### src/rtl/uv_sphere_quad_generator_top_assert.svh
// Assertion macros for the UV-sphere quad generator.
// Used by the top level; expects clk and arst_n in scope.
`ifndef UV_SPHERE_QUAD_GENERATOR_TOP_ASSERT_SVH
`define UV_SPHERE_QUAD_GENERATOR_TOP_ASSERT_SVH

// Same-cycle implication.
`define USQG_ASSERT_IMPLIES(lbl, ante, cons) \
	lbl: assert property (@(posedge clk) disable iff (!arst_n) (ante) |-> (cons)) \
		else $error("usqg assertion failed");

// Next-cycle implication.
`define USQG_ASSERT_NEXT(lbl, ante, cons) \
	lbl: assert property (@(posedge clk) disable iff (!arst_n) (ante) |=> (cons)) \
		else $error("usqg assertion failed");

`endif

### src/rtl/usqg_fifo.sv
// Small register queue with one write and one read port; the caller keeps it from overflowing.
// No dependencies.
module usqg_fifo #(
	parameter int WIDTH = 8,
	parameter int DEPTH = 8
) (
	input  logic             clk,
	input  logic             arst_n,
	input  logic             push,
	input  logic [WIDTH-1:0] wdata,
	input  logic             pop,
	output logic [WIDTH-1:0] rdata,
	output logic             empty
);
	localparam int PW = (DEPTH > 1) ? $clog2(DEPTH) : 1;

	logic [WIDTH-1:0] mem_q [DEPTH];
	logic [PW-1:0]    wr_q, rd_q;
	logic [PW:0]      cnt_q;

	always_ff @(posedge clk or negedge arst_n) begin
		if (!arst_n) begin
			wr_q  <= '0;
			rd_q  <= '0;
			cnt_q <= '0;
		end else begin
			if (push) begin
				wr_q <= (wr_q == PW'(DEPTH - 1)) ? '0 : wr_q + 1'b1;
			end
			if (pop) begin
				rd_q <= (rd_q == PW'(DEPTH - 1)) ? '0 : rd_q + 1'b1;
			end
			if (push && !pop) begin
				cnt_q <= cnt_q + 1'b1;
			end else if (pop && !push) begin
				cnt_q <= cnt_q - 1'b1;
			end
		end
	end

	always_ff @(posedge clk) begin
		if (push) begin
			mem_q[wr_q] <= wdata;
		end
	end

	assign rdata = mem_q[rd_q];
	assign empty = (cnt_q == '0);
endmodule

### config.mk
export PLATFORM = sky130hd
export DESIGN_NAME = usqg_fifo
export DESIGN_NICKNAME = d
export VERILOG_FILES = /design/src/rtl/uv_sphere_quad_generator_top_assert.svh /design/src/rtl/usqg_fifo.sv
export SDC_FILE = /design/constraint.sdc
export NUM_CORES = 1
export LEC_CHECK = 0
export BUFFER_PORTS_ARGS = -buffer_cell sky130_fd_sc_hd__buf_2
export CAP_MARGIN = 20
export CORE_MARGIN = 4
export CORE_UTILIZATION = 30
export CTS_BUF_LIST = sky130_fd_sc_hd__clkbuf_4 sky130_fd_sc_hd__clkbuf_8 sky130_fd_sc_hd__clkbuf_16
export DETAILED_ROUTE_END_ITERATION = 7
export HOLD_SLACK_MARGIN = 0.08
export PLACE_DENSITY = 0.44
export SLEW_MARGIN = 20
export SYNTH_ARGS = -nofsm -noshare
export SYNTH_HDL_FRONTEND = slang
export SYNTH_SLANG_ARGS = --single-unit
### constraint.sdc
create_clock -name clk -period 2.6 [get_ports clk]
set_clock_uncertainty 0.1 [all_clocks]
set_input_delay 0 -clock clk [delete_from_list [all_inputs] [get_ports clk]]
set_output_delay 0 -clock clk [all_outputs]
set_load 0.01 [all_outputs]
==> results by group <==
Outcome
  – Status: complete, no violations

Final layout
  – N_diodes: 0
  – Area grow syn2layout: 21.6%
  – FILL cells: 918
  – Final Cell Area: 3790 um2
  – Layout cell share with drive strength beyond 1: 0.314
  – Total Nets Final: 225

Floorplan
  – Die Span Y: 110 um
  – DIE AREA: 12100 um2
  – Core region area: 9950 um2
  – Starting density of the core: 0.313
  – Die X: 110 um
  – Row count: 36
  – I/O Pins: 21

STA
  – Final setup vio count: 0
  – RSZ-0062 raised after global routing: no
  – Setup TNS: 0 ps
  – Fmax: 0.464 GHz
  – Final max-slew violation count: 0
  – Worst-Margin Slew: 668 ps
  – Crit path time final: 2160 ps
  – Final hold violation count: 0
  – Tcrit/Tclk final: 0.830
  – Worst relative slew slack: 0.555

Power and ir drop
  – Leakage power: 1.37 nW
  – Pwr/cell area: around 1100 nW/um2
  – Worst vdd ir: 0.000406 V

Clocking
  – Total CTS buffers: 9
  – Clk sinks: 74
  – CTS tree: yes
  – Clk buf depth: 2
  – Clk pin slew, worst setup/hold paths: 70 ps
  – H-tree levels: 3
  – Post-CTS Setup Bufs: 0
  – Clk Latency, worst-skew pair: 340 ps
  – Root Driver: clkbuf_8

Yosys
  – Syn Inst Count: 158
  – Synth Register Bits: 74
  – Most common cell in the netlist: edfxtp_1
  – Synth area leaders: edfxtp_1 (62%), dfrtp_1 (8.0%), mux4_1 (6.7%)
  – Sequential fraction of the synthesis area: 0.697
  – YS warnings: 0
  – EDFF count, synth: 64
  – Netlist Area Pre-Place: 3120 um2
  – Synth cell count leaders: edfxtp_1 (64), dfrtp_1 (10)
  – Asr flop ratio synth: 0.135
  – Post-synthesis cell type count: 28
  – Mean post-synth cell area: 19.7 um2
  – Syn_nets: around 180
  – Largest area contributor in the netlist: edfxtp_1
  – Leading register cell type out of synthesis: edfxtp_1
  – Top-area cell type share of the netlist area: 0.617

Routing
  – Post-Route WL: 5520 um
  – Initial DRC count: 67
  – Drt via density: 4.62
  – Routed len/inst: about 16 um
  – Vias post-DR: 1586
  – Routed Antenna Nets: 0
  – First drt pass iteration count: 4
  – Residual DRC: 0

Critical path
  – WS Path Type: input pin to flop
  – Flop-to-flop setup slack: 810 ps
  – R2r worst-path depth: 4
  – CP max stage cell: dlygate4sd3_1
  – Buf/Inv on CP: 4
  – Worst path cell trace: dlygate4sd3_1, buf_2, inv_1, ha_1, inv_1, ha_1, or4_1, o211ai_1, o211ai_1
  – CP endpoint kind: flop
  – Crit path DAT: 2270 ps
  – Setup crit start kind: input pin
  – Crit-path max cell delay: 540 ps
  – CP required: 2720 ps
  – R2R Path Start: cnt_q[2]$_DFFE_PN0P_
  – Critical path peak fanout: 6
  – Critical R2R Capture: cnt_q[3]$_DFFE_PN0P_
  – CP delay by family, top: buffers and inverters

Place
  – Placed Area: roughly 3400 um2
  – IO Port Bufs: 20
  – RePlAce Congestion: 0.682
  – DP Wirelength: 3670 um

Worst hold path
  – Hold path endpoint: rd_q[1]$_DFFE_PN0P_
  – Hold Path Cell Cnt: 3
  – Class of the most critical hold timing path: input pin to flop
  – Hold Crit Start: pop

Global route
  – Number of global-route vias before repair: 1632
  – GR Overflow Total: 0
  – All-layer global routing usage: 0.103
  – Largest net degree at the start of global routing: 20
  – Initial antenna violation count: 0
  – First-pass GRT wire length: 8800 um

Run
  – Max cap viols: 0
==> worst reg2reg max path: stages (launching register included) <==
cell      delay (ps)
dfrtp_1          400
ha_1             370
or4_1            540
o211ai_1         140
o211ai_1         120
==> worst max path at each step <==
stage                              startpoint               endpoint  slack (ps)  cells past startpoint
after floorplan           wr_q[2]$_DFFE_PN0P_  mem_q[0][0]$_DFFE_PP_         950                      2
after global placement                    pop   cnt_q[3]$_DFFE_PN0P_         820                      8
after detailed placement                  pop   cnt_q[3]$_DFFE_PN0P_         640                      8
after CTS                 rd_q[0]$_DFFE_PN0P_               rdata[4]         440                      4
after global routing                     push   cnt_q[3]$_DFFE_PN0P_         330                      8
final                                     pop   cnt_q[3]$_DFFE_PN0P_         440                      9
==> registers in the layout (all words and copies together), names as in the netlist <==
signal / cells
cnt_q: 4
rd_q: 3
mem_q: 64
wr_q: 3
==> layout make-up <==
type	instances	area, um2	area share
multi-input cells	74	882	0.233
flip-flops and latches	74	2170	0.573
clock inverters	6	129	0.0340
well taps	133	166	0.0439
inverters	4	15.0	0.00396
clock buffers	10	131	0.0347
repair buffers	42	295	0.0779
==> cell usage in the layout, fill, tap and decap left out <==
cell           Yosys  routed
buf_4              0      10
mux4_1             8       8
nand3_1            2       2
mux2_2             5       5
bufinv_16          0       4
a2111o_1           1       1
or3_1              1       1
a21oi_1            2       2
nand2b_1           2       2
xnor2_1            2       2
nor3_1             3       3
nand3b_1           3       3
nor2_1             8       8
buf_2              1      20
clkinv_1           0       1
fa_1               1       1
o21ai_0            3       3
mux4_2             8       8
mux2_4             8       8
edfxtp_1          64      64
o211ai_1           2       2
clkinv_2           0       1
clkbuf_4           0       1
nor4_1             1       1
mux2i_1            1       1
inv_1              4       4
nand2_1            5       5
ha_1               7       7
or4_1              1       1
dfrtp_1           10      10
clkbuf_8           0       9
dlygate4sd3_1      0      12
==> report_power, final <==
part / leakage [nW] / total (mW) / switching (mW) / internal (mW)
sequential: 0.701 / 1.67 / 0.153 / 1.52
combinational: 0.539 / 1.28 / 0.579 / 0.701
clock: 0.131 / 1.13 / 0.390 / 0.740
==> cells by family (layout without fill, tap and decap cells) <==
kind of cell / after synthesis / count (layout) / share of synthesized area
flip-flops: 74 / 74 / 0.697
AO/OA/AOI/OAI: 8 / 8 / 0.0165
adder cells (fa/ha/maj): 8 / 8 / 0.0345
AND/OR/NAND/NOR: 26 / 26 / 0.0414
XOR/XNOR: 2 / 2 / 0.00562
multiplexers: 30 / 30 / 0.185
buffers and inverters: 10 / 62 / 0.0201
==> through the flow <==
stage / std cells / hold slack [ps] / total power, mW / setup slack, ps / util
6_report: 343 / 356 / 4.08 / 443 / 0.381
3_5_place_dp: 315 / -226 / 3.00 / 640 / 0.343
3_3_place_gp: 315 / -233 / 2.94 / 821 / 0.343
5_1_grt: 343 / 349 / 4.34 / 333 / 0.381
2_1_floorplan: 158 / -396 / 2.62 / 945 / -
4_1_cts: 343 / 347 / 4.15 / 443 / 0.381
==> repair_timing <==
action | in CTS | in global routing
resized for setup | 0 | 0
hold buffers | 12 | 0
endpoints found under the hold margin | 80 | 0
==> layer usage <==
| layer | share of wire | wire (um) | vias up | track usage |
|---|---|---|---|---|
| li1 | - | - | 735 | - |
| met1 | 0.43 | 2390 | 814 | 0.120 |
| met2 | 0.51 | 2820 | 28 | 0.173 |
| met3 | 0.038 | 212 | 9 | 0.0364 |
| met4 | 0.018 | 98 | 0 | 0.0401 |
| met5 | 0 | 0 | - | 0 |
(Power assumes the default switching activity.)
