$ cat config.mk
export PLATFORM = sky130hd
export DESIGN_NAME = usqg_recip
export DESIGN_NICKNAME = d
export VERILOG_FILES = /design/src/rtl/uv_sphere_quad_generator_top_assert.svh /design/src/rtl/usqg_pkg.sv /design/src/rtl/usqg_recip.sv
export SDC_FILE = /design/constraint.sdc
export NUM_CORES = 1
export LEC_CHECK = 0
export BUFFER_PORTS_ARGS = -buffer_cell sky130_fd_sc_hd__buf_4
export CAP_MARGIN = 20
export CELL_PAD_IN_SITES_DETAIL_PLACEMENT = 2
export CELL_PAD_IN_SITES_GLOBAL_PLACEMENT = 2
export CORE_ASPECT_RATIO = 1.75
export CORE_MARGIN = 2
export CORE_UTILIZATION = 37
export CTS_CLUSTER_DIAMETER = 150
export CTS_CLUSTER_SIZE = 40
export DETAILED_ROUTE_END_ITERATION = 6
export GPL_TIMING_DRIVEN = 0
export MAX_ROUTING_LAYER = met4
export PLACE_DENSITY = 0.94
export SYNTH_ARGS = -nofsm -noshare
export SYNTH_HDL_FRONTEND = slang
export SYNTH_SLANG_ARGS = --single-unit
$ cat constraint.sdc
create_clock -name clk -period 7.1 [get_ports clk]
set_input_delay 0.71 -clock clk [delete_from_list [all_inputs] [get_ports clk]]
set_output_delay 0.71 -clock clk [all_outputs]
set_load 0.01 [all_outputs]
$ cat src/rtl/uv_sphere_quad_generator_top_assert.svh
// Assertion macros for the UV-sphere quad generator.
// Used by the top level; expects clk and arst_n in scope.
`ifndef UV_SPHERE_QUAD_GENERATOR_TOP_ASSERT_SVH
`define UV_SPHERE_QUAD_GENERATOR_TOP_ASSERT_SVH

// Same-cycle implication.
`define USQG_ASSERT_IMPLIES(lbl, ante, cons) \
	lbl: assert property (@(posedge clk) disable iff (!arst_n) (ante) |-> (cons)) \
		else $error("usqg assertion failed");

// Next-cycle implication.
`define USQG_ASSERT_NEXT(lbl, ante, cons) \
	lbl: assert property (@(posedge clk) disable iff (!arst_n) (ante) |=> (cons)) \
		else $error("usqg assertion failed");

`endif

$ cat src/rtl/usqg_pkg.sv
// Shared types, constants and small functions of the UV-sphere quad generator.
// No dependencies.
package usqg_pkg;

	localparam int CNT_W   = 9;
	localparam int IDX_W   = 8;
	localparam int RAD_W   = 16;
	localparam int OUT_W   = 17;
	localparam int TRIG_W  = 32;
	localparam int QUO_W   = 33;
	localparam int INV_W   = 25;
	localparam int XR_W    = 18;
	localparam int SAT_W   = 24;
	localparam int TABLE_LEN = 24;
	localparam int MID_DEPTH = 8;
	localparam int OUT_DEPTH = 8;
	localparam int OUT_LIMIT = 65535;
	localparam logic signed [TRIG_W-1:0] CORDIC_GAIN = 32'sd652032874;
	localparam logic [2:0] LAST_VTX = 3'd5;

	typedef enum logic [1:0] {
		REG_RING_COUNT    = 2'd0,
		REG_SEGMENT_COUNT = 2'd1,
		REG_SPHERE_RADIUS = 2'd2
	} cfg_reg_t;

	typedef struct packed {
		logic [31:0]      ring_quo;
		logic [CNT_W-1:0] ring_rem;
		logic [INV_W-1:0] ring_inv;
		logic [CNT_W-1:0] ring_n;
		logic [QUO_W-1:0] seg_quo;
		logic [CNT_W-1:0] seg_rem;
		logic [INV_W-1:0] seg_inv;
		logic [CNT_W-1:0] seg_n;
	} div_consts_t;

	typedef struct packed {
		logic signed [TRIG_W-1:0] cos_t0;
		logic signed [TRIG_W-1:0] sin_t0;
		logic signed [TRIG_W-1:0] cos_t1;
		logic signed [TRIG_W-1:0] sin_t1;
		logic signed [TRIG_W-1:0] cos_p0;
		logic signed [TRIG_W-1:0] sin_p0;
		logic signed [TRIG_W-1:0] cos_p1;
		logic signed [TRIG_W-1:0] sin_p1;
	} trig_set_t;

	typedef struct packed {
		logic signed [OUT_W-1:0] pos_x;
		logic signed [OUT_W-1:0] pos_y;
		logic signed [OUT_W-1:0] pos_z;
		logic                    tex_u;
		logic                    tex_v;
		logic                    last_vertex;
	} vertex_t;

	function automatic logic signed [TRIG_W-1:0] atan_phase(input int i);
		logic signed [TRIG_W-1:0] a;
		case (i)
			0:  a = 32'sh20000000;
			1:  a = 32'sh12E4051E;
			2:  a = 32'sh09FB385B;
			3:  a = 32'sh051111D4;
			4:  a = 32'sh028B0D43;
			5:  a = 32'sh0145D7E1;
			6:  a = 32'sh00A2F61E;
			7:  a = 32'sh00517C55;
			8:  a = 32'sh0028BE53;
			9:  a = 32'sh00145F2F;
			10: a = 32'sh000A2F98;
			11: a = 32'sh000517CC;
			12: a = 32'sh00028BE6;
			13: a = 32'sh000145F3;
			14: a = 32'sh0000A2FA;
			15: a = 32'sh0000517D;
			16: a = 32'sh000028BE;
			17: a = 32'sh0000145F;
			18: a = 32'sh00000A30;
			19: a = 32'sh00000518;
			20: a = 32'sh0000028C;
			21: a = 32'sh00000146;
			22: a = 32'sh000000A3;
			23: a = 32'sh00000051;
			default: a = '0;
		endcase
		return a;
	endfunction

	// Quad corner visited by each of the six vertices.
	function automatic logic [1:0] corner_of(input logic [2:0] v);
		logic [1:0] c;
		unique case (v)
			3'd0: c = 2'd0;
			3'd1: c = 2'd1;
			3'd2: c = 2'd3;
			3'd3: c = 2'd1;
			3'd4: c = 2'd2;
			3'd5: c = 2'd3;
			default: c = 2'd0;
		endcase
		return c;
	endfunction

	function automatic logic signed [OUT_W-1:0] sat_out(input logic signed [SAT_W-1:0] v);
		logic signed [OUT_W-1:0] r;
		if (v > SAT_W'(OUT_LIMIT)) begin
			r = OUT_W'(OUT_LIMIT);
		end else if (v < -SAT_W'(OUT_LIMIT)) begin
			r = -OUT_W'(OUT_LIMIT);
		end else begin
			r = v[OUT_W-1:0];
		end
		return r;
	endfunction

endpackage

$ cat src/rtl/usqg_recip.sv
// Restoring divider that forms floor(2^32 / n) and its remainder, one bit a cycle.
// Depends on usqg_pkg.
module usqg_recip (
	input  logic                           clk,
	input  logic                           arst_n,
	input  logic                           start,
	input  logic [usqg_pkg::CNT_W-1:0]     divisor,
	output logic                           busy,
	output logic [usqg_pkg::QUO_W-1:0]     quo,
	output logic [usqg_pkg::CNT_W-1:0]     rem
);
	localparam int CW = $clog2(usqg_pkg::QUO_W);

	logic                          run_q;
	logic [CW-1:0]                 cnt_q;
	logic [usqg_pkg::CNT_W-1:0]    rem_q;
	logic [usqg_pkg::QUO_W-1:0]    quo_q;
	logic [usqg_pkg::CNT_W:0]      trial;
	logic                          ge;

	// The dividend is a one followed by 32 zeros.
	assign trial = {rem_q, (cnt_q == '0)};
	assign ge    = trial >= {1'b0, divisor};

	always_ff @(posedge clk or negedge arst_n) begin
		if (!arst_n) begin
			run_q <= 1'b1;
			cnt_q <= '0;
			rem_q <= '0;
			quo_q <= '0;
		end else if (start) begin
			run_q <= 1'b1;
			cnt_q <= '0;
			rem_q <= '0;
		end else if (run_q) begin
			rem_q <= ge ? usqg_pkg::CNT_W'(trial - {1'b0, divisor}) : trial[usqg_pkg::CNT_W-1:0];
			quo_q <= {quo_q[usqg_pkg::QUO_W-2:0], ge};
			cnt_q <= cnt_q + 1'b1;
			if (cnt_q == CW'(usqg_pkg::QUO_W - 1)) begin
				run_q <= 1'b0;
			end
		end
	end

	assign busy = run_q;
	assign quo  = quo_q;
	assign rem  = rem_q;
endmodule

==> flow_summary.ini <==
[clock_tree]
cts_buffers = 5
cts-root-buf = clkbuf_16
htreeDepth = 2
clockBufferDepth = 2
cts_resized = 0
clk_latency_ns = 0.30
cts_tree = done
cts-hold-fix-buffers = 0
clk_pin_slew_worst_paths_ns = 0.07
post_cts_buffers = 0
cts.sinks = 49

[pwr]
p_leak_nw = 1.66
peakVddDrop_mv = 0.244
powerDensity_nw_per_um2 = 412

[layout]
final_cell_area_um2 = 3250
drive_gt1_share_pct = 38.4
area_growth_pct = 26.4
antennaDiodeCount = 0
final_nets = 312

[synth]
synth_area_leader_cell = dfrtp_1
syn_inst = 228
yosys_register_bits = 49
synth-edff-count = 0
synthTopCellsByArea = dfrtp_1 47%, mux2_2 14%, ha_1 5.3%
synth_flop_cell = dfrtp_1
yosysWarnings = 0
synth_top_area_share_pct = 46.6
async_reset_ff_share_pct = 100
syn_avg_cell_area_um2 = 11.3
syn_area_um2 = 2570
synth_nets = 252
ys_types = 50
seq_area_frac_synth_pct = 47.7

[floorplanning]
die_h_um = 114
num_io_pins = 55
start_util_pct = 37.8
fp.dieW_um = 67.1
core_area_um2 = 6810
die_area_um2 = 7670
row_count = 40

[setup_path]
reg2reg_depth = 11
startpoint_type = flip-flop
critPathSlowestCell = dfrtp_1
critPathKind = reg2reg
reg2reg_to = rem[7]
r2r_setup_slack_ns = 3.63
worstSetupEndpointType = flip-flop
cp.arrival_ns = 3.62
cp.required_ns = 7.25
max_stage_delay_ns = 0.42
crit_chain = inv_1, ha_1, nor4b_1, nand2b_1, ha_1, fa_1, nand2b_1, a211oi_4, o2111ai_2, a32oi_1, o21ai_0
regToRegStartpoint = cnt_q[0]
worstPathMaxFanout = 7

[placement]
io_buffers = 53
place_area_um2 = 3080
place_congestion = 0.776
detailed_place_hpwl_um = 6020

[route]
postRouteAntennaNets = 0
dr.pass1.iters = 4
routedWlPerCell_um = 21.9
drc = 0
routed_wl_um = 8180
drtIter0Drc = 72
vias_per_cell = 5.44
vias = 2030

[timing]
rsz0062_at_grt = false
final.period_utilization_pct = 48.8
max_freq_mhz = 288
fin_setup_tns_ns = 0
tightest_slew_ns = 0.638
max-slew-margin-rel_pct = 57.4
finClkSkew_ns = 0.00397
min_period_ns = 3.47
hold_viol = 0
finalSetupViolCount = 0
slew_violations = 0

[grt]
gr-usage-all-layers_pct = 24.6
antenna_found_initial = 0
grt_pass1_wl_um = 13300
grt_overflow = 0
grt_max_degree = 50
grt_pass1_vias = 2358

[outcome]
status = finished clean

[worst_hold_path]
worstHoldPathType = in2async

[job]
cap_violations = 0
[worst max-delay path, delay by kind of cell (launching register included)]
kind                       cells  cell delay (ns)
DFF                            1             0.42
AOI/OAI and AO/OA              4             1.21
and+or+nand+nor                3             0.79
adders and majority gates      3             0.81
buffers and inverters          1             0.08
[area by class of cell]
type / instances / area (µm²)
buffer: 11 / 48.8
clock buffer: 6 / 139
clock inverter: 2 / 37.5
fill: 732 / 3550
inverter: 14 / 52.6
multi-input combinational: 154 / 1250
sequential: 49 / 1230
tap: 84 / 105
timing repair buffer: 53 / 398
[cell families (layout without fill, tap and decap cells)]
logic type | Yosys count | after routing | synth area share [%]
AOI/OAI and AO/OA | 45 | 45 | 14.0
xor gates and xnor gates | 8 | 8 | 2.72
adders and majority gates | 12 | 12 | 6.12
buffers and inverters | 25 | 86 | 3.94
DFF | 49 | 49 | 47.7
muxes | 34 | 34 | 14.8
and+or+nand+nor | 55 | 55 | 10.7
[power breakdown]
group / switching, mW / internal (mW) / total, mW
Clock: 0.107 / 0.176 / 0.283
Combinational: 0.309 / 0.278 / 0.587
Sequential: 0.101 / 0.372 / 0.473
Total: 0.517 / 0.825 / 1.34
[how the worst max path moves through the flow]
stage	startpoint	end	depth (start not counted)
floorplan	cnt_q[0]	rem[6]	11
global placement	cnt_q[0]	rem[8]	11
detailed placement	cnt_q[0]	rem[3]	11
CTS	cnt_q[0]	rem[7]	11
global route	cnt_q[0]	rem[7]	11
finish	cnt_q[0]	rem[7]	11
[layout by cell type (no fill, tap or decap), drive strengths merged, types with 3 or more instances in the layout]
master	synthesis	routed
a211oi	3	3
a21oi	10	10
a311oi	7	7
buf	5	58
clkbuf	6	12
dfrtp	48	48
ha	11	11
inv	14	14
mux2	32	32
nand2	10	10
nand2b	4	4
nand3	8	8
nand4	4	4
nor2	18	18
o21ai	9	9
xnor2	3	3
xor2	5	5
[registers in the layout, summed over array words and instances, names as in the netlist]
| name | count |
|---|---|
| cnt_q | 6 |
| busy | 1 |
| quo | 33 |
| rem | 9 |
[metal layers]
| metal | track usage, % | up-vias | part of all wire (%) |
|---|---|---|---|
| met2 | 45.5 | 45 | 60 |
| met1 | 25.8 | 1030 | 36 |
| li1 | - | 942 | - |
| met4 | 8.71 | 0 | 2.2 |
| met5 | - | - | 0 |
| met3 | 3.15 | 13 | 2.3 |
[through the flow]
stage	hold WS, ns	utilization (%)	power (mW)	setup WS (ns)	cells
6_report	0.430	47.8	1.34	3.63	373
5_1_grt	0.481	47.8	1.42	3.42	373
4_1_cts	0.447	47.8	1.36	3.61	373
3_5_place_dp	0.522	45.2	1.05	3.65	365
3_3_place_gp	0.495	45.2	1.00	3.88	365
2_1_floorplan	0.414	-	0.775	4.32	228
[cell usage after synthesis, types with 2 or more instances]
library cell  count
a21oi_1           9
a21o_1            2
o21ai_0           4
nor2_1           17
dfrtp_1          48
buf_2             5
mux2_2           32
inv_1            14
xor2_1            5
mux2i_1           2
xnor2_1           3
nand2_1          10
ha_1             11
nand2b_1          4
nand3_1           8
nand3b_1          2
a311oi_1          6
o21ai_1           5
nand4_1           4
o21bai_1          2
nor4b_1           2
clkbuf_1          5
(Power assumes the default switching activity.)
